[src/nlr_pkg.sv]
`default_nettype none
package nlr_pkg;

  // Longest count the length field can carry
  localparam int unsigned MAX_LEN = 255;
  localparam int unsigned LEN_CAP = (MAX_LEN < 255) ? MAX_LEN : 255;
  localparam logic [7:0]  LEN_CAP_V = 8'(LEN_CAP);

  // Decoupling queue between front and back
  localparam int unsigned QDEPTH = 4;
  localparam int unsigned QAW    = $clog2(QDEPTH);

  typedef enum logic [2:0] {
    PH_IDLE = 3'd0,
    PH_ZERO = 3'd1,
    PH_NEED = 3'd2,
    PH_INT  = 3'd3,
    PH_DOT  = 3'd4,
    PH_FRAC = 3'd5
  } phase_e;

  typedef enum logic [1:0] {
    RX_BIN = 2'd0,
    RX_OCT = 2'd1,
    RX_DEC = 2'd2,
    RX_HEX = 2'd3
  } radix_e;

  typedef enum logic [2:0] {
    BASE_NONE = 3'd0,
    BASE_BIN  = 3'd1,
    BASE_OCT  = 3'd2,
    BASE_DEC  = 3'd3,
    BASE_HEX  = 3'd4
  } base_e;

  localparam logic [7:0] CH_ZERO  = 8'h30;  // '0'
  localparam logic [7:0] CH_ONE   = 8'h31;  // '1'
  localparam logic [7:0] CH_SEVEN = 8'h37;  // '7'
  localparam logic [7:0] CH_NINE  = 8'h39;  // '9'
  localparam logic [7:0] CH_X     = 8'h78;  // 'x'
  localparam logic [7:0] CH_B     = 8'h62;  // 'b'
  localparam logic [7:0] CH_O     = 8'h6f;  // 'o'
  localparam logic [7:0] CH_DOT   = 8'h2e;  // '.'
  localparam logic [7:0] CH_LA    = 8'h61;  // 'a'
  localparam logic [7:0] CH_LF    = 8'h66;  // 'f'
  localparam logic [7:0] CH_UA    = 8'h41;  // 'A'
  localparam logic [7:0] CH_UF    = 8'h46;  // 'F'

  // Character class of one beat, as the back end consumes it
  typedef struct packed {
    logic start;
    logic is_zero;
    logic is_bin;
    logic is_oct;
    logic is_dec;
    logic is_hex;
    logic is_x;
    logic is_b;
    logic is_o;
    logic is_dot;
  } cls_t;

endpackage
`default_nettype wire

[src/numeric_literal_recognizer_unit.sv]
// Numeric literal recognizer. Feed text one character per beat; set
// start_req_i on the first character of each candidate token. A literal is
// decimal digits, or a lowercase 0x/0b/0o prefix and hex/binary/octal digits,
// with at most one '.' that must be followed by a digit. The character that
// ends the literal yields one result beat: length (prefix included, 0 on
// reject), base_code (0 none, 1 bin, 2 oct, 3 dec, 4 hex), fractional and
// saturated (length stuck at 255). Characters outside a candidate give no
// result; a new start abandons an open candidate silently. Throughput is one
// character per clock while the queue has room, set by the phase update in the
// back end; the character that ends a literal passes through the 4-entry
// queue and one output register, and its result beat waits while the result
// side stalls. No reset sweep; the block accepts input right after reset.
`default_nettype none
module numeric_literal_recognizer_unit (
  input  wire logic       clk_i,
  input  wire logic       rst_ni,
  // input channel
  input  wire logic       in_valid_i,
  output logic            in_stall_o,
  input  wire logic [7:0] ch_i,
  input  wire logic       start_req_i,
  // result channel
  output logic            out_valid_o,
  input  wire logic       out_stall_i,
  output logic [7:0]      length_o,
  output logic [2:0]      base_code_o,
  output logic            fractional_o,
  output logic            saturated_o
);
  import nlr_pkg::*;

  // front -> queue
  logic q_push;
  cls_t q_in;
  logic q_full;
  // queue -> back
  logic q_pop;
  cls_t q_out;
  logic q_empty;

  // Front end: classify each character beat, push it into the queue
  nlr_front u_front (
    .in_valid_i  (in_valid_i),
    .in_stall_o  (in_stall_o),
    .ch_i        (ch_i),
    .start_req_i (start_req_i),
    .q_full_i    (q_full),
    .q_push_o    (q_push),
    .q_entry_o   (q_in)
  );

  // Short queue so the input side keeps flowing while results back up
  nlr_queue u_queue (
    .clk_i       (clk_i),
    .rst_ni      (rst_ni),
    .push_i      (q_push),
    .push_data_i (q_in),
    .pop_i       (q_pop),
    .pop_data_o  (q_out),
    .full_o      (q_full),
    .empty_o     (q_empty)
  );

  // Back end: token state machine and result register
  nlr_back u_back (
    .clk_i        (clk_i),
    .rst_ni       (rst_ni),
    .q_empty_i    (q_empty),
    .q_data_i     (q_out),
    .q_pop_o      (q_pop),
    .out_valid_o  (out_valid_o),
    .out_stall_i  (out_stall_i),
    .length_o     (length_o),
    .base_code_o  (base_code_o),
    .fractional_o (fractional_o),
    .saturated_o  (saturated_o)
  );

endmodule
`default_nettype wire

[src/nlr_front.sv]
`default_nettype none
module nlr_front (
  input  wire logic         in_valid_i,
  output logic              in_stall_o,
  input  wire logic [7:0]   ch_i,
  input  wire logic         start_req_i,
  input  wire logic         q_full_i,
  output logic              q_push_o,
  output nlr_pkg::cls_t     q_entry_o
);
  import nlr_pkg::*;

  assign in_stall_o = q_full_i;
  assign q_push_o   = in_valid_i && !q_full_i;

  always_comb begin
    q_entry_o.start   = start_req_i;
    q_entry_o.is_zero = (ch_i == CH_ZERO);
    q_entry_o.is_bin  = (ch_i == CH_ZERO) || (ch_i == CH_ONE);
    q_entry_o.is_oct  = (ch_i >= CH_ZERO) && (ch_i <= CH_SEVEN);
    q_entry_o.is_dec  = (ch_i >= CH_ZERO) && (ch_i <= CH_NINE);
    q_entry_o.is_hex  = ((ch_i >= CH_ZERO) && (ch_i <= CH_NINE)) ||
                        ((ch_i >= CH_LA) && (ch_i <= CH_LF)) ||
                        ((ch_i >= CH_UA) && (ch_i <= CH_UF));
    q_entry_o.is_x    = (ch_i == CH_X);
    q_entry_o.is_b    = (ch_i == CH_B);
    q_entry_o.is_o    = (ch_i == CH_O);
    q_entry_o.is_dot  = (ch_i == CH_DOT);
  end

endmodule
`default_nettype wire

[src/nlr_queue.sv]
`default_nettype none
module nlr_queue (
  input  wire logic          clk_i,
  input  wire logic          rst_ni,
  input  wire logic          push_i,
  input  wire nlr_pkg::cls_t push_data_i,
  input  wire logic          pop_i,
  output nlr_pkg::cls_t      pop_data_o,
  output logic               full_o,
  output logic               empty_o
);
  import nlr_pkg::*;

  cls_t           mem_q [QDEPTH];
  logic [QAW-1:0] wr_ptr_q, wr_ptr_d;
  logic [QAW-1:0] rd_ptr_q, rd_ptr_d;
  logic [QAW:0]   cnt_q, cnt_d;

  assign full_o     = (cnt_q == (QAW+1)'(QDEPTH));
  assign empty_o    = (cnt_q == '0);
  assign pop_data_o = mem_q[rd_ptr_q];

  always_comb begin
    wr_ptr_d = push_i ? wr_ptr_q + 1'b1 : wr_ptr_q;
    rd_ptr_d = pop_i  ? rd_ptr_q + 1'b1 : rd_ptr_q;
    cnt_d    = cnt_q;
    if (push_i && !pop_i) begin
      cnt_d = cnt_q + 1'b1;
    end else if (!push_i && pop_i) begin
      cnt_d = cnt_q - 1'b1;
    end
  end

  always_ff @(posedge clk_i or negedge rst_ni) begin
    if (!rst_ni) begin
      wr_ptr_q <= '0;
      rd_ptr_q <= '0;
      cnt_q    <= '0;
    end else begin
      wr_ptr_q <= wr_ptr_d;
      rd_ptr_q <= rd_ptr_d;
      cnt_q    <= cnt_d;
    end
  end

  always_ff @(posedge clk_i) begin
    if (push_i) begin
      mem_q[wr_ptr_q] <= push_data_i;
    end
  end

endmodule
`default_nettype wire

[src/nlr_back.sv]
`default_nettype none
module nlr_back (
  input  wire logic          clk_i,
  input  wire logic          rst_ni,
  input  wire logic          q_empty_i,
  input  wire nlr_pkg::cls_t q_data_i,
  output logic               q_pop_o,
  output logic               out_valid_o,
  input  wire logic          out_stall_i,
  output logic [7:0]         length_o,
  output logic [2:0]         base_code_o,
  output logic               fractional_o,
  output logic               saturated_o
);
  import nlr_pkg::*;

  phase_e     phase_q, phase_d;
  radix_e     radix_q, radix_d;
  logic [7:0] count_q, count_d;
  logic       dot_q, dot_d;
  logic       stuck_q, stuck_d;

  logic       out_valid_q, out_valid_d;
  logic [7:0] len_q, len_d;
  logic [2:0] base_q, base_d;
  logic       frac_q, frac_d;
  logic       sat_q, sat_d;

  logic       out_free;
  logic       emit;
  logic       accept;
  logic       digit;
  logic [7:0] bump_cnt;
  logic       bump_stk;
  cls_t       c;

  assign c        = q_data_i;
  assign out_free = !out_valid_q || !out_stall_i;
  assign q_pop_o  = !q_empty_i && out_free;

  assign bump_cnt = (count_q < LEN_CAP_V) ? count_q + 8'd1 : count_q;
  assign bump_stk = stuck_q || (count_q >= LEN_CAP_V);

  always_comb begin
    case (radix_q)
      RX_BIN:  digit = c.is_bin;
      RX_OCT:  digit = c.is_oct;
      RX_DEC:  digit = c.is_dec;
      RX_HEX:  digit = c.is_hex;
      default: digit = c.is_hex;
    endcase
  end

  always_comb begin
    phase_d = phase_q;
    radix_d = radix_q;
    count_d = count_q;
    dot_d   = dot_q;
    stuck_d = stuck_q;
    emit    = 1'b0;
    accept  = 1'b0;

    if (q_pop_o) begin
      if (c.start) begin
        count_d = 8'd1;
        stuck_d = 1'b0;
        dot_d   = 1'b0;
        radix_d = RX_DEC;
        if (c.is_zero) begin
          phase_d = PH_ZERO;
        end else if (c.is_dec) begin
          phase_d = PH_INT;
        end else begin
          radix_d = RX_BIN;
          phase_d = PH_IDLE;
          emit    = 1'b1;
        end
      end else begin
        case (phase_q)
          PH_ZERO: begin
            if (c.is_x || c.is_b || c.is_o) begin
              radix_d = c.is_x ? RX_HEX : (c.is_b ? RX_BIN : RX_OCT);
              count_d = bump_cnt;
              stuck_d = bump_stk;
              phase_d = PH_NEED;
            end else if (digit) begin
              count_d = bump_cnt;
              stuck_d = bump_stk;
              phase_d = PH_INT;
            end else if (c.is_dot) begin
              dot_d   = 1'b1;
              count_d = bump_cnt;
              stuck_d = bump_stk;
              phase_d = PH_DOT;
            end else begin
              emit    = 1'b1;
              accept  = 1'b1;
              phase_d = PH_IDLE;
            end
          end
          PH_NEED, PH_DOT: begin
            if (digit) begin
              count_d = bump_cnt;
              stuck_d = bump_stk;
              phase_d = (phase_q == PH_NEED) ? PH_INT : PH_FRAC;
            end else begin
              emit    = 1'b1;
              phase_d = PH_IDLE;
              dot_d   = 1'b0;
            end
          end
          PH_INT: begin
            if (digit) begin
              count_d = bump_cnt;
              stuck_d = bump_stk;
            end else if (c.is_dot) begin
              dot_d   = 1'b1;
              count_d = bump_cnt;
              stuck_d = bump_stk;
              phase_d = PH_DOT;
            end else begin
              emit    = 1'b1;
              accept  = 1'b1;
              phase_d = PH_IDLE;
            end
          end
          PH_FRAC: begin
            if (digit) begin
              count_d = bump_cnt;
              stuck_d = bump_stk;
            end else begin
              emit    = 1'b1;
              accept  = 1'b1;
              phase_d = PH_IDLE;
            end
          end
          default: begin
            phase_d = PH_IDLE;
          end
        endcase
      end
    end
  end

  // Output register: a new result loads as the old one leaves
  always_comb begin
    out_valid_d = out_valid_q && out_stall_i;
    len_d       = len_q;
    base_d      = base_q;
    frac_d      = frac_q;
    sat_d       = sat_q;
    if (emit) begin
      out_valid_d = 1'b1;
      if (accept) begin
        len_d  = count_q;
        base_d = 3'(radix_q) + 3'd1;
        frac_d = dot_q;
        sat_d  = stuck_q;
      end else begin
        len_d  = 8'd0;
        base_d = BASE_NONE;
        frac_d = 1'b0;
        sat_d  = 1'b0;
      end
    end
  end

  always_ff @(posedge clk_i or negedge rst_ni) begin
    if (!rst_ni) begin
      phase_q     <= PH_IDLE;
      radix_q     <= RX_BIN;
      count_q     <= '0;
      dot_q       <= 1'b0;
      stuck_q     <= 1'b0;
      out_valid_q <= 1'b0;
    end else begin
      phase_q     <= phase_d;
      radix_q     <= radix_d;
      count_q     <= count_d;
      dot_q       <= dot_d;
      stuck_q     <= stuck_d;
      out_valid_q <= out_valid_d;
    end
  end

  always_ff @(posedge clk_i) begin
    len_q  <= len_d;
    base_q <= base_d;
    frac_q <= frac_d;
    sat_q  <= sat_d;
  end

  assign out_valid_o  = out_valid_q;
  assign length_o     = len_q;
  assign base_code_o  = base_q;
  assign fractional_o = frac_q;
  assign saturated_o  = sat_q;

endmodule
`default_nettype wire

[config.mk]
export PLATFORM = sky130hd
export DESIGN_NAME = numeric_literal_recognizer_unit
export DESIGN_NICKNAME = d
export VERILOG_FILES = /design/src/nlr_pkg.sv /design/src/numeric_literal_recognizer_unit.sv /design/src/nlr_front.sv /design/src/nlr_queue.sv /design/src/nlr_back.sv
export SDC_FILE = /design/constraint.sdc
export NUM_CORES = 1
export LEC_CHECK = 0
export BUFFER_PORTS_ARGS = -buffer_cell sky130_fd_sc_hd__buf_2
export CAP_MARGIN = 20
export CORE_MARGIN = 2
export CORE_UTILIZATION = 42
export DETAILED_ROUTE_END_ITERATION = 7
export PLACE_DENSITY = 0.63
export SLEW_MARGIN = 20
export SYNTH_ARGS = -nofsm -noshare
export SYNTH_HDL_FRONTEND = slang
export SYNTH_SLANG_ARGS = --single-unit
[constraint.sdc]
create_clock -name clk_i -period 7.3 [get_ports clk_i]
set_clock_uncertainty 0.2 [all_clocks]
set_input_delay 1.46 -clock clk_i [delete_from_list [all_inputs] [get_ports clk_i]]
set_output_delay 1.46 -clock clk_i [all_outputs]
set_load 0.005 [all_outputs]
==> flow_metrics.env <==
export IMPL_area_growth_pct=10.7
export IMPL_cts_resized=0
export IMPL_antenna_found_initial=0
export IMPL_rr_startpoint="u_queue.rd_ptr_q[0]"
export IMPL_drt_iter0_markers=97
export IMPL_hpwlAfterDp_um=5320
export IMPL_die_h_um=99.7
export IMPL_clk_transition_reported_paths_ps=80
export IMPL_cp_slowest_cell="nor3_2"
export IMPL_grt_total_usage_pct=16.0
export IMPL_syn_cell_area_mm2=0.00385
export IMPL_drc=0
export IMPL_p_per_area_mw_per_mm2=420
export IMPL_async_flop_share_pct=30.3
export IMPL_cts_buffers=9
export IMPL_post_cts_setup_buffers=0
export IMPL_start_util_pct=43.7
export IMPL_syn_nets=340
export IMPL_dr_max_layer_used="met4"
export IMPL_portBuffers=27
export IMPL_min_period_ps=3480
export IMPL_cp_arrival_ps=3500
export IMPL_placeableCoreArea_mm2=0.00881
export IMPL_wl_met2_um=3820
export IMPL_drv_cap=0
export IMPL_wl_per_cell_um=16.1
export IMPL_rsz0062_at_grt="no"
export IMPL_cts_hold_fix_buffers=0
export IMPL_grt_pass1_wl_um=12300
export IMPL_vias_per_cell=5.66
export IMPL_yosys_warnings=0
export IMPL_cts_root_buf="clkbuf_8"
export IMPL_rows=34
export IMPL_fmax_mhz=288
export IMPL_fin_crit_sh_pct=47.6
export IMPL_finalMaxSlewViolations=0
export IMPL_wl_met3_um=218
export IMPL_irDropWorstVdd_mv=0.124
export IMPL_cp_required_ps=7320
export IMPL_hold_violations=0
export IMPL_num_vias=2598
export IMPL_hold_class="register to register"
export IMPL_tightest_slew_ps=717
export IMPL_syn_inst=316
export IMPL_drive_above_1_share_pct=19.4
export IMPL_finalSetupTns_ps=0
export IMPL_gp_congestion=0.915
export IMPL_place_area_mm2=0.00408
export IMPL_hp_start="u_queue.cnt_q[2]"
export IMPL_dieArea_mm2=0.00994
export IMPL_finalInstanceArea_mm2=0.00426
export IMPL_ioPinCount=28
export IMPL_path_buf_inv=2
export IMPL_yosys_cell_types_count=63
export IMPL_critical_path_class="input pin to register"
export IMPL_ys_ff_latch=76
export IMPL_p_total_mw=1.79
export IMPL_slowest_delay_ps=430
export IMPL_worstSkewPairLatency_ps=350
export IMPL_critPathMaxFanout=10
export IMPL_nets=370
export IMPL_ys_flop_type="edfxtp_1"
export IMPL_final_util_pct=48.4
export IMPL_grt_max_degree=24
export IMPL_grt_overflow_total=0
export IMPL_setup_viol_count_final=0
export IMPL_first_pass_iters=4
export IMPL_cp_startpoint="out_stall_i"
export IMPL_die_x_um=99.7
export IMPL_clk_path_buf_depth=2
export IMPL_seq_area_frac_synth_pct=56.3
export IMPL_antenna_left=0
export IMPL_crit_path_end_kind="register"
export IMPL_crit_path_cell_trace="buf_2 > a21oi_2 > clkinv_1 > nor2_1 > nand3b_1 > nor3_2 > and2_1"
export IMPL_critPathLaunchType="input pin"
export IMPL_clock_sinks=76
export IMPL_status="complete, no violations"
export IMPL_syn_area_per_cell_um2=12.2
export IMPL_wl_met1_um=3250
export IMPL_p_leak_nw=1.67
export IMPL_diodes=0
export IMPL_synth_edf_count=53
export IMPL_grt_pass1_vias=2522
export IMPL_cts_tree="done"
export IMPL_timing_slew_headroom_pct=52.2
export IMPL_routed_wl_um=7410
export IMPL_critical_path_top_delay_family="simple AND/OR/NAND/NOR gates"
export IMPL_cts_max_level=3
==> sequential cells by signal, summed over array words and instances, names as in the netlist <==
signal	count
u_back.radix_q	2
u_back.phase_q	3
u_queue.wr_ptr_q	2
u_back.dot_q	1
u_back.stuck_q	1
u_back.length_o	8
u_queue.rd_ptr_q	2
u_back.fractional_o	1
u_back.count_q	8
u_back.saturated_o	1
u_back.out_valid_o	1
u_queue.mem_q	40
u_back.base_code_o	3
u_queue.cnt_q	3
==> cell usage in the layout (no fill, tap or decap), types with 3 or more instances in the layout <==
master      instances
nor3_1              9
clkinvlp_4          3
o21ai_0            10
and2_1             19
mux2_2              7
nor4_1              9
o211ai_1            5
inv_1              10
nand2_1            22
nor2_1             28
nand3_1            11
buf_2              27
mux4_2              4
a21oi_1            11
clkbuf_8            9
o21a_1              4
ha_1               10
dfrtp_1            23
o31ai_1             5
nand2b_1            3
a21o_1              5
edfxtp_1           53
xnor2_1             4
inv_6               3
==> cell type report <==
type / instances / area [um2]
Inverter: 12 / 45.0
Timing Repair Buffer: 28 / 143
Sequential cell: 76 / 2170
Tap cell: 108 / 135
Multi-Input combinational cell: 219 / 1590
Clock buffer: 9 / 124
Fill cell: 776 / 4550
Clock inverter: 7 / 57.6
==> kinds of logic after synthesis <==
| logic type | synth area share, % |
|---|---|
| flops | 56.3 |
| mux | 7.06 |
| simple gates | 16.6 |
| compound gates | 12.5 |
| buf+inv | 2.41 |
| xor+xnor | 1.37 |
| fa+ha+maj | 3.77 |
==> layer usage <==
metal / up-vias / global-route usage [%]
met1: 1274 / 19.7
met5: - / 0
li1: 1260 / -
met4: 0 / 6.85
met2: 53 / 26.8
met3: 11 / 4.08
==> through the flow <==
| step | setup slack, ps | std cells | hold slack [ps] |
|---|---|---|---|
| 2_1_floorplan | 4050 | 316 | 256 |
| 3_3_place_gp | 3600 | 443 | 275 |
| 3_5_place_dp | 3460 | 443 | 278 |
| 4_1_cts | 3840 | 459 | 293 |
| 5_1_grt | 3600 | 459 | 331 |
| 6_report | 3820 | 459 | 297 |
==> power breakdown <==
part / internal (mW) / switching [mW]
registers: 0.602 / 0.104
clock network: 0.127 / 0.165
logic: 0.311 / 0.480
==> final timing paths <==
path,to,slack (ps),cells past startpoint
worst max register to register,u_back.length_o[5],3930,7
worst min register to register,u_queue.cnt_q[2],300,1
max in group asynchronous,u_back.count_q[7],5660,1
worst min-delay path,u_queue.cnt_q[2],300,1
worst max-delay path,u_back.base_code_o[1],3820,7
min in group asynchronous,u_queue.cnt_q[0],870,1
==> cells in the mapped netlist (5+ instances only) <==
library cell | n | share of area [%]
nor3_1 | 9 | 1.2
and2_1 | 19 | 3.1
mux2_2 | 7 | 2.0
clkbuf_1 | 5 | 0.49
o31ai_1 | 5 | 0.98
dfrtp_1 | 23 | 15
a21oi_1 | 11 | 1.4
nor4_1 | 9 | 1.5
a21o_1 | 5 | 0.98
edfxtp_1 | 53 | 41
nand3_1 | 11 | 1.4
ha_1 | 10 | 3.3
o21ai_0 | 10 | 1.3
o211ai_1 | 5 | 0.98
inv_1 | 10 | 0.98
nor2_1 | 28 | 2.7
nand2_1 | 22 | 2.1
==> worst register-to-register path: stages, from the launching register on <==
cell and delay (ps):
dfrtp_1 720, mux4_1 660, nor3_1 190, buf_4 210, a21oi_1 110, a211o_1 280, a21oi_1 140, o21a_1 510
No activity file was read; power rests on OpenSTA's default activity.
